[config.mk]
export PLATFORM = sky130hd
export DESIGN_NAME = mpeg_audio_header_parser
export DESIGN_NICKNAME = d
export VERILOG_FILES = /design/src/mahp_pkg.sv /design/src/mahp_front.sv /design/src/mahp_queue.sv /design/src/mahp_back.sv /design/src/mpeg_audio_header_parser.sv
export SDC_FILE = /design/constraint.sdc
export NUM_CORES = 1
export LEC_CHECK = 0
export BUFFER_PORTS_ARGS = -buffer_cell sky130_fd_sc_hd__buf_2
export CAP_MARGIN = 25
export CORE_ASPECT_RATIO = 1.75
export CORE_MARGIN = 2
export CORE_UTILIZATION = 56
export DETAILED_ROUTE_END_ITERATION = 7
export PLACE_DENSITY_LB_ADDON = 0.2
export SLEW_MARGIN = 10
export SYNTH_ARGS = -nofsm -noshare
export SYNTH_HDL_FRONTEND = slang
export SYNTH_SLANG_ARGS = --single-unit
export TNS_END_PERCENT = 5
[constraint.sdc]
create_clock -name clk -period 5.4 [get_ports clk]
set_input_delay 0.27 -clock clk [delete_from_list [all_inputs] [get_ports clk]]
set_output_delay 0.27 -clock clk [all_outputs]
set_load 0.01 [all_outputs]
[src/mahp_pkg.sv]
`timescale 1ns / 1ps

package mahp_pkg;

    // Work handed from the byte parser to the header decoder.
    typedef struct packed {
        logic        is_trunc;  // buffer ended before a header was complete
        logic [23:0] header;    // three frame-header bytes, first byte on top
        logic [29:0] offset;    // size of first ID3 tag, 0 if none
    } mahp_job_t;

endpackage

[src/mahp_front.sv]
`timescale 1ns / 1ps

module mahp_front (
    input  logic                clk,
    input  logic                rst_n,
    input  logic                in_valid,
    output logic                in_ready,
    input  logic [7:0]          byte_in,
    input  logic                last_byte,
    input  logic                q_full,
    output logic                push,
    output mahp_pkg::mahp_job_t push_job
);
    import mahp_pkg::*;

    localparam logic [1:0]  PH_HEAD   = 2'd0;
    localparam logic [1:0]  PH_TAG    = 2'd1;
    localparam logic [1:0]  PH_SKIP   = 2'd2;
    localparam logic [23:0] ID3_MAGIC = 24'h494433;

    logic [1:0]  phase_reg, phase_next;
    logic [3:0]  idx_reg, idx_next;
    logic [29:0] acc_reg, acc_next;
    logic [29:0] skip_reg, skip_next;
    logic [29:0] off_reg, off_next;
    logic [23:0] hdr_reg, hdr_next;
    logic        sent_reg, sent_next;
    logic        in_fire;

    assign in_ready = !q_full;
    assign in_fire  = in_valid && in_ready;

    always_comb
    begin
        logic [3:0]  idx_inc;
        logic [29:0] skip_dec;
        logic        do_decode;
        logic        do_trunc;

        idx_inc    = idx_reg + 4'd1;
        skip_dec   = (skip_reg != 30'd0) ? skip_reg - 30'd1 : 30'd0;
        phase_next = phase_reg;
        idx_next   = idx_reg;
        acc_next   = acc_reg;
        skip_next  = skip_reg;
        off_next   = off_reg;
        hdr_next   = hdr_reg;
        sent_next  = sent_reg;
        do_decode  = 1'b0;
        do_trunc   = 1'b0;

        if (!sent_reg)
        begin
            case (phase_reg)
                PH_TAG:
                begin
                    // bytes 6..9 are full bytes weighted by 128
                    if (idx_reg == 4'd6)
                        acc_next = {22'd0, byte_in};
                    else if (idx_reg > 4'd6)
                        acc_next = {acc_reg[22:0], 7'd0} + {22'd0, byte_in};
                    if (idx_inc >= 4'd10)
                    begin
                        if (off_reg == 30'd0)
                            off_next = acc_next + 30'd10;
                        idx_next = 4'd0;
                        hdr_next = 24'd0;
                        if (acc_next == 30'd0)
                            phase_next = PH_HEAD;
                        else
                        begin
                            skip_next  = acc_next;
                            phase_next = PH_SKIP;
                        end
                    end
                    else
                        idx_next = idx_inc;
                end
                PH_SKIP:
                begin
                    skip_next = skip_dec;
                    if (skip_dec == 30'd0)
                    begin
                        phase_next = PH_HEAD;
                        idx_next   = 4'd0;
                        hdr_next   = 24'd0;
                    end
                end
                default:
                begin
                    phase_next = PH_HEAD;
                    hdr_next   = {hdr_reg[15:0], byte_in};
                    idx_next   = idx_inc;
                    if (idx_inc >= 4'd3)
                    begin
                        if (hdr_next == ID3_MAGIC)
                        begin
                            phase_next = PH_TAG;
                            idx_next   = 4'd3;
                            acc_next   = 30'd0;
                        end
                        else
                        begin
                            do_decode = 1'b1;
                            sent_next = 1'b1;
                        end
                    end
                end
            endcase
        end

        push_job.is_trunc = 1'b0;
        push_job.header   = hdr_next;
        push_job.offset   = off_next;

        if (last_byte)
        begin
            if (!sent_next)
            begin
                do_trunc          = 1'b1;
                push_job.is_trunc = 1'b1;
            end
            phase_next = PH_HEAD;
            idx_next   = 4'd0;
            acc_next   = 30'd0;
            skip_next  = 30'd0;
            off_next   = 30'd0;
            hdr_next   = 24'd0;
            sent_next  = 1'b0;
        end

        push = in_fire && (do_decode || do_trunc);
    end

    always_ff @(posedge clk or negedge rst_n)
    begin
        if (!rst_n)
        begin
            phase_reg <= PH_HEAD;
            idx_reg   <= 4'd0;
            acc_reg   <= 30'd0;
            skip_reg  <= 30'd0;
            off_reg   <= 30'd0;
            hdr_reg   <= 24'd0;
            sent_reg  <= 1'b0;
        end
        else if (in_fire)
        begin
            phase_reg <= phase_next;
            idx_reg   <= idx_next;
            acc_reg   <= acc_next;
            skip_reg  <= skip_next;
            off_reg   <= off_next;
            hdr_reg   <= hdr_next;
            sent_reg  <= sent_next;
        end
    end

    a_tag_index: assert property (@(posedge clk) disable iff (!rst_n)
        phase_reg == PH_TAG |-> (idx_reg >= 4'd3 && idx_reg <= 4'd9))
        else $error("tag byte index out of range");

    a_sent_holds: assert property (@(posedge clk) disable iff (!rst_n)
        (sent_reg && !(in_fire && last_byte)) |=> sent_reg)
        else $error("result flag cleared before end of buffer");

endmodule

[src/mahp_queue.sv]
`timescale 1ns / 1ps

module mahp_queue (
    input  logic                clk,
    input  logic                rst_n,
    input  logic                push,
    input  mahp_pkg::mahp_job_t push_job,
    output logic                full,
    input  logic                pop,
    output logic                empty,
    output mahp_pkg::mahp_job_t pop_job
);
    import mahp_pkg::*;

    mahp_job_t  entry_reg [2];
    logic       wr_ptr_reg;
    logic       rd_ptr_reg;
    logic [1:0] count_reg, count_next;

    assign full    = (count_reg == 2'd2);
    assign empty   = (count_reg == 2'd0);
    assign pop_job = entry_reg[rd_ptr_reg];

    always_comb
    begin
        count_next = count_reg;
        if (push && !pop)
            count_next = count_reg + 2'd1;
        else if (pop && !push)
            count_next = count_reg - 2'd1;
    end

    always_ff @(posedge clk or negedge rst_n)
    begin
        if (!rst_n)
        begin
            wr_ptr_reg <= 1'b0;
            rd_ptr_reg <= 1'b0;
            count_reg  <= 2'd0;
        end
        else
        begin
            if (push)
                wr_ptr_reg <= !wr_ptr_reg;
            if (pop)
                rd_ptr_reg <= !rd_ptr_reg;
            count_reg <= count_next;
        end
    end

    always_ff @(posedge clk)
    begin
        if (push)
            entry_reg[wr_ptr_reg] <= push_job;
    end

    a_no_overflow: assert property (@(posedge clk) disable iff (!rst_n)
        (push && full) |-> pop)
        else $error("job queue overflow");

endmodule

[src/mahp_back.sv]
`timescale 1ns / 1ps

module mahp_back (
    input  logic                clk,
    input  logic                rst_n,
    input  logic                q_empty,
    input  mahp_pkg::mahp_job_t q_job,
    output logic                pop,
    output logic                out_valid,
    input  logic                out_ready,
    output logic [2:0]          status,
    output logic [29:0]         audio_offset,
    output logic [15:0]         sample_hz,
    output logic [18:0]         bit_rate,
    output logic [10:0]         frame_samples,
    output logic [10:0]         frame_bytes
);
    import mahp_pkg::*;

    localparam logic [2:0] ST_OK      = 3'd0;
    localparam logic [2:0] ST_SYNC    = 3'd1;
    localparam logic [2:0] ST_TRUNC   = 3'd2;
    localparam logic [2:0] ST_RATE    = 3'd3;
    localparam logic [2:0] ST_BITRATE = 3'd4;

    localparam logic BK_IDLE = 1'b0;
    localparam logic BK_DIV  = 1'b1;

    localparam int         DIV_STEPS = 11;
    localparam logic [3:0] DIV_LAST  = 4'(DIV_STEPS - 1);

    // layer III bitrate in bit/s; lsf selects the MPEG2/2.5 column
    function automatic logic [18:0] bitrate_bps(input logic lsf, input logic [3:0] idx);
        logic [18:0] r;
        r = 19'd0;
        if (!lsf)
        begin
            case (idx)
                4'd1:    r = 19'd32000;
                4'd2:    r = 19'd40000;
                4'd3:    r = 19'd48000;
                4'd4:    r = 19'd56000;
                4'd5:    r = 19'd64000;
                4'd6:    r = 19'd80000;
                4'd7:    r = 19'd96000;
                4'd8:    r = 19'd112000;
                4'd9:    r = 19'd128000;
                4'd10:   r = 19'd160000;
                4'd11:   r = 19'd192000;
                4'd12:   r = 19'd224000;
                4'd13:   r = 19'd256000;
                4'd14:   r = 19'd320000;
                default: r = 19'd0;
            endcase
        end
        else
        begin
            case (idx)
                4'd1:    r = 19'd8000;
                4'd2:    r = 19'd16000;
                4'd3:    r = 19'd24000;
                4'd4:    r = 19'd32000;
                4'd5:    r = 19'd40000;
                4'd6:    r = 19'd48000;
                4'd7:    r = 19'd56000;
                4'd8:    r = 19'd64000;
                4'd9:    r = 19'd80000;
                4'd10:   r = 19'd96000;
                4'd11:   r = 19'd112000;
                4'd12:   r = 19'd128000;
                4'd13:   r = 19'd144000;
                4'd14:   r = 19'd160000;
                default: r = 19'd0;
            endcase
        end
        return r;
    endfunction

    // ver: 0 MPEG1, 1 MPEG2, 2 MPEG2.5
    function automatic logic [15:0] rate_hz(input logic [1:0] ver, input logic [1:0] idx);
        logic [15:0] r;
        r = 16'd0;
        case ({ver, idx})
            4'b00_00: r = 16'd44100;
            4'b00_01: r = 16'd48000;
            4'b00_10: r = 16'd32000;
            4'b01_00: r = 16'd22050;
            4'b01_01: r = 16'd24000;
            4'b01_10: r = 16'd16000;
            4'b10_00: r = 16'd11025;
            4'b10_01: r = 16'd12000;
            4'b10_10: r = 16'd8000;
            default:  r = 16'd0;
        endcase
        return r;
    endfunction

    logic        state_reg;
    logic [3:0]  cnt_reg;
    logic [15:0] rem_reg;
    logic [10:0] dvd_reg;
    logic        pad_reg;
    logic        out_valid_reg;
    logic        out_valid_next;
    logic [2:0]  status_reg;
    logic [29:0] offset_reg;
    logic [15:0] sr_reg;
    logic [18:0] br_reg;
    logic [10:0] dur_reg;
    logic [10:0] fb_reg;

    logic [2:0]  dec_status;
    logic [15:0] dec_sr;
    logic [18:0] dec_br;
    logic [10:0] dec_dur;
    logic [25:0] dec_prod;
    logic        dec_pad;
    logic [15:0] rem_next;
    logic [10:0] dvd_next;

    always_comb
    begin
        logic [7:0] b0;
        logic [7:0] b1;
        logic [7:0] b2;
        logic [1:0] vcode;
        logic [1:0] ver;
        logic       lsf;
        logic       bad;

        b0    = q_job.header[23:16];
        b1    = q_job.header[15:8];
        b2    = q_job.header[7:0];
        vcode = b1[4:3];
        bad   = (b0 != 8'hFF) || (b1[7:5] != 3'b111) || (vcode == 2'b01);
        lsf   = (vcode != 2'b11);
        ver   = (vcode == 2'b11) ? 2'd0 : (vcode == 2'b10) ? 2'd1 : 2'd2;

        if (q_job.is_trunc)
            dec_status = ST_TRUNC;
        else if (bad)
            dec_status = ST_SYNC;
        else if (b2[3:2] == 2'b11)
            dec_status = ST_RATE;
        else if (b2[7:4] == 4'hF)
            dec_status = ST_BITRATE;
        else
            dec_status = ST_OK;

        dec_br   = bitrate_bps(lsf, b2[7:4]);
        dec_sr   = rate_hz(ver, b2[3:2]);
        dec_dur  = lsf ? 11'd576 : 11'd1152;
        dec_pad  = b2[1];
        // (duration / 8) * bitrate, at most 144 * 320000
        dec_prod = {7'd0, dec_br} * (lsf ? 26'd72 : 26'd144);
    end

    // one quotient bit per cycle; quotient is known to fit in 11 bits
    always_comb
    begin
        logic [16:0] trial;
        logic        ge;

        trial    = {rem_reg, dvd_reg[10]};
        ge       = (trial >= {1'b0, sr_reg});
        rem_next = ge ? 16'(trial - {1'b0, sr_reg}) : trial[15:0];
        dvd_next = {dvd_reg[9:0], ge};
    end

    assign pop = (state_reg == BK_IDLE) && !q_empty && (!out_valid_reg || out_ready);

    always_comb
    begin
        out_valid_next = out_valid_reg && !out_ready;
        if (pop && dec_status != ST_OK)
            out_valid_next = 1'b1;
        else if (state_reg == BK_DIV && cnt_reg == DIV_LAST)
            out_valid_next = 1'b1;
    end

    always_ff @(posedge clk or negedge rst_n)
    begin
        if (!rst_n)
        begin
            state_reg     <= BK_IDLE;
            cnt_reg       <= 4'd0;
            rem_reg       <= 16'd0;
            dvd_reg       <= 11'd0;
            pad_reg       <= 1'b0;
            out_valid_reg <= 1'b0;
            status_reg    <= ST_OK;
            offset_reg    <= 30'd0;
            sr_reg        <= 16'd0;
            br_reg        <= 19'd0;
            dur_reg       <= 11'd0;
            fb_reg        <= 11'd0;
        end
        else
        begin
            out_valid_reg <= out_valid_next;
            case (state_reg)
                BK_IDLE:
                begin
                    if (pop)
                    begin
                        status_reg <= dec_status;
                        offset_reg <= q_job.offset;
                        if (dec_status == ST_OK)
                        begin
                            sr_reg    <= dec_sr;
                            br_reg    <= dec_br;
                            dur_reg   <= dec_dur;
                            pad_reg   <= dec_pad;
                            rem_reg   <= {1'b0, dec_prod[25:11]};
                            dvd_reg   <= dec_prod[10:0];
                            cnt_reg   <= 4'd0;
                            state_reg <= BK_DIV;
                        end
                        else
                        begin
                            sr_reg  <= 16'd0;
                            br_reg  <= 19'd0;
                            dur_reg <= 11'd0;
                            fb_reg  <= 11'd0;
                        end
                    end
                end
                BK_DIV:
                begin
                    rem_reg <= rem_next;
                    dvd_reg <= dvd_next;
                    cnt_reg <= cnt_reg + 4'd1;
                    if (cnt_reg == DIV_LAST)
                    begin
                        fb_reg    <= dvd_next + {10'd0, pad_reg};
                        state_reg <= BK_IDLE;
                    end
                end
                default:
                    state_reg <= BK_IDLE;
            endcase
        end
    end

    assign out_valid     = out_valid_reg;
    assign status        = status_reg;
    assign audio_offset  = offset_reg;
    assign sample_hz     = sr_reg;
    assign bit_rate      = br_reg;
    assign frame_samples = dur_reg;
    assign frame_bytes   = fb_reg;

    a_div_quiet: assert property (@(posedge clk) disable iff (!rst_n)
        state_reg == BK_DIV |-> !out_valid_reg)
        else $error("result shown while division in progress");

    a_err_zero: assert property (@(posedge clk) disable iff (!rst_n)
        (out_valid_reg && status_reg != ST_OK) |->
            (sr_reg == 16'd0 && br_reg == 19'd0 && fb_reg == 11'd0))
        else $error("error result carries nonzero fields");

endmodule

[src/mpeg_audio_header_parser.sv]
// An error or truncated result goes from the byte that decides it into the job queue, is popped
// and is registered as the result; a good header first passes through the bit-serial frame-size divider.
// Throughput: one byte per cycle; the divider takes no new job until the current one is done,
// with a 2-deep job queue so short buffers stall input only when it fills.
// Reset (rst_n low, asynchronous): parser back at start of buffer, queue empty, no result.
`timescale 1ns / 1ps

module mpeg_audio_header_parser (
    input  logic        clk,
    input  logic        rst_n,
    input  logic        in_valid,
    output logic        in_ready,
    input  logic [7:0]  byte_in,
    input  logic        last_byte,
    output logic        out_valid,
    input  logic        out_ready,
    output logic [2:0]  status,
    output logic [29:0] audio_offset,
    output logic [15:0] sample_hz,
    output logic [18:0] bit_rate,
    output logic [10:0] frame_samples,
    output logic [10:0] frame_bytes
);
    import mahp_pkg::*;

    logic      push;
    logic      pop;
    logic      q_full;
    logic      q_empty;
    mahp_job_t push_job;
    mahp_job_t pop_job;

    mahp_front u_front (
        .clk       (clk),
        .rst_n     (rst_n),
        .in_valid  (in_valid),
        .in_ready  (in_ready),
        .byte_in   (byte_in),
        .last_byte (last_byte),
        .q_full    (q_full),
        .push      (push),
        .push_job  (push_job)
    );

    mahp_queue u_queue (
        .clk      (clk),
        .rst_n    (rst_n),
        .push     (push),
        .push_job (push_job),
        .full     (q_full),
        .pop      (pop),
        .empty    (q_empty),
        .pop_job  (pop_job)
    );

    mahp_back u_back (
        .clk           (clk),
        .rst_n         (rst_n),
        .q_empty       (q_empty),
        .q_job         (pop_job),
        .pop           (pop),
        .out_valid     (out_valid),
        .out_ready     (out_ready),
        .status        (status),
        .audio_offset  (audio_offset),
        .sample_hz     (sample_hz),
        .bit_rate      (bit_rate),
        .frame_samples (frame_samples),
        .frame_bytes   (frame_bytes)
    );

endmodule
==> flow_summary.json <==
{
  "outcome": "complete, no violations",
  "crit_path_max_incr_delay_ns": 0.48,
  "grt_max_degree": 83,
  "hold_class": "primary input to flip-flop",
  "fin_skew_ns": 0.0290,
  "initial_core_util_pct": 57.0,
  "slowest_stage": "dfrtp_2",
  "finalInstanceArea_um2": 21400,
  "grt_pass1_vias": 15700,
  "core_um2": 33700,
  "cp_cell_sequence": "buf_4, mux2_2, buf_4, nor2_1, a21oi_1, a21oi_1, nor2_1, or2_2, inv_1, fa_1, inv_1, fa_1, ha_1, ha_1, a21oi_1, o21ba_2, o21ai_0, a21oi_1, xor2_1, nor2_1, a211oi_1, a21oi_1",
  "crit_buf_inv": 4,
  "slew_headroom_pct": 39.7,
  "hold_viol_final": 0,
  "insertion_delay_ns": 0.60,
  "synth_area_um2": 19200,
  "maxSlewViolCount": 0,
  "drive_gt1_share_pct": 12.2,
  "power_mw": 10.8,
  "diodes": 0,
  "antenna_found_initial": 0,
  "fin_crit_ns": 5.13,
  "endpoint_kind": "flip-flop",
  "grt_use_total_pct": 32.6,
  "final_util_pct": 63.4,
  "htreeDepth": 1,
  "cts_root_buffer": "clkbuf_16",
  "synth-simple-area-share_pct": 15.0,
  "grt_overflow": 0,
  "synthDistinctLibCells": 82,
  "totalWireLength_um": 58500,
  "largest_reg_flops": 102,
  "yosys.area_share.xor_xnor_pct": 4.05,
  "critPathKind": "flip-flop to flip-flop",
  "worst_slew_pin_slew_ns": 0.902,
  "power.density_nw_per_um2": 505,
  "wire_per_inst_um": 23.2,
  "syn_area_per_cell_um2": 9.83,
  "die_area_um2": 35900,
  "crit_family": "compound AO/OA/AOI/OAI gates",
  "dr.pass1.iters": 6,
  "grt_pass1_wl_um": 89300,
  "holdWs_ns": 0.0379,
  "route.detailed.drc": 0,
  "antenna_left": 0,
  "gp_congestion": 0.973,
  "cellLeakagePower_nw": 9.64,
  "die_x_um": 144,
  "vias": 15900,
  "synth_top_family_by_area": "compound AO/OA/AOI/OAI gates",
  "pin_count": 105,
  "crit_path_frequent_cell": "a21oi_1",
  "max_freq_ghz": 0.195,
  "cts_buffers": 31,
  "required_ns": 5.83,
  "dp_slack_ns": 0.307,
  "synth_compound_area_share_pct": 18.9,
  "synthAdderAreaFrac_pct": 6.82,
  "muxShareOfSynthArea_pct": 4.09,
  "cp_data_arrival_time_ns": 5.56,
  "cts_num_sinks": 334,
  "cts_buffer_depth": 3,
  "vias_per_cell": 6.31,
  "layout_commonest_cell": "dfrtp_1",
  "cap_violations": 0,
  "ys_ff_latch": 334,
  "hpwl_um": 43500,
  "rows": 89,
  "worst_slack_ns": 0.274,
  "path_clk_slew_ns": 0.07,
  "synth_flop_cell": "dfrtp_1",
  "syn2layout_area_growth_pct": 11.2,
  "peakVddDrop_uv": 603,
  "setup_viol": 0,
  "synth_edf_count": 102,
  "die_height_um": 249,
  "synthArstFlopShare_pct": 69.5,
  "start_kind": "flip-flop",
  "syn_inst": 1958,
  "finalCritPeriodShare_pct": 94.9,
  "layout_common_cells": "231 x dfrtp_1, 196 x nand2_1, 164 x o21ai_0",
  "dpl_cell_area_um2": 20300,
  "yosys_warnings": 0,
  "nets": 2147,
  "cts_tree": "done",
  "io_buffers": 90,
  "ys_seq_area_share_pct": 46.1,
  "dr.first_iter.drc_count": 935,
  "cp_max_fo": 14
}
[cells in the mapped netlist (24+ instances only)]
cell | instances | area share (%)
nand3_1 | 53 | 1.4
a21oi_1 | 68 | 1.8
dfrtp_1 | 232 | 30
clkbuf_1 | 95 | 1.9
ha_1 | 84 | 5.5
o21ai_0 | 166 | 4.3
a22o_1 | 93 | 4.2
inv_1 | 100 | 2.0
a21o_1 | 45 | 1.8
nor3_1 | 46 | 1.2
nand4_1 | 31 | 1.0
nand2_1 | 196 | 3.8
xnor2_1 | 62 | 2.8
mux2i_1 | 73 | 3.8
xor2_1 | 27 | 1.2
nor4_1 | 24 | 0.78
edfxtp_1 | 102 | 16
nor2_1 | 117 | 2.3
[power by group]
group	switching, mW	leakage (nW)	internal [mW]	total, mW
combinational	3.16	5.14	2.04	5.19
clock	0.997	0.525	1.33	2.33
sequential	0.262	3.98	3.03	3.29
[stage by stage]
step / instances / setup TNS [ns]
after global placement: 2455 / 0
after floorplan: 1981 / 0
after global routing: 2517 / -0.00294
after CTS: 2515 / 0
after detailed placement: 2456 / 0
final: 2517 / 0
[cell type report]
type	instances	area (um^2)
fill	2781	12300
multi-input combinational	1415	9550
sequential	334	8870
timing repair buffer	155	961
clock buffer	39	830
tap	455	569
inverter	100	375
clock inverter	19	240
[metal layers]
layer	up-vias	track usage, %	wire [um]
li1	7263	-	-
met1	7778	33.2	19400
met2	603	59.8	31200
met3	240	4.11	2800
met4	0	23.4	5060
met5	-	0	0
[repair_timing]
item                                    4_1_cts  5_1_grt
setup buffers                                 0        1
hold buffers                                  1        0
endpoints found under the setup margin        0        2
gates resized for setup                       0        1
endpoints found under the hold margin        72        0
[cells by family (layout without fill, tap and decap cells)]
logic type      Yosys count  count (layout)
other cells               2              25
xor+xnor                 89              89
compound gates          537             537
flops                   334             334
simple gates            589             589
fa+ha+maj                97              97
mux                      78              78
buf+inv                 232             313
[final timing paths]
check	end	slack, ns	start	depth (start not counted)
min in group asynchronous	u_back.sample_hz[4]	0.26	rst_n	2
setup reg to reg	u_back.rem_reg[9]	0.27	u_queue.rd_ptr_reg	22
hold reg to reg	u_back.audio_offset[4]	0.47	u_back.audio_offset[4]	2
max in group asynchronous	u_queue.rd_ptr_reg	3.87	rst_n	3
hold / removal	u_front.hdr_reg[0]	0.04	byte_in[0]	2
setup / recovery	u_back.rem_reg[9]	0.27	u_queue.rd_ptr_reg	22
No activity file was read; power rests on OpenSTA's default activity.
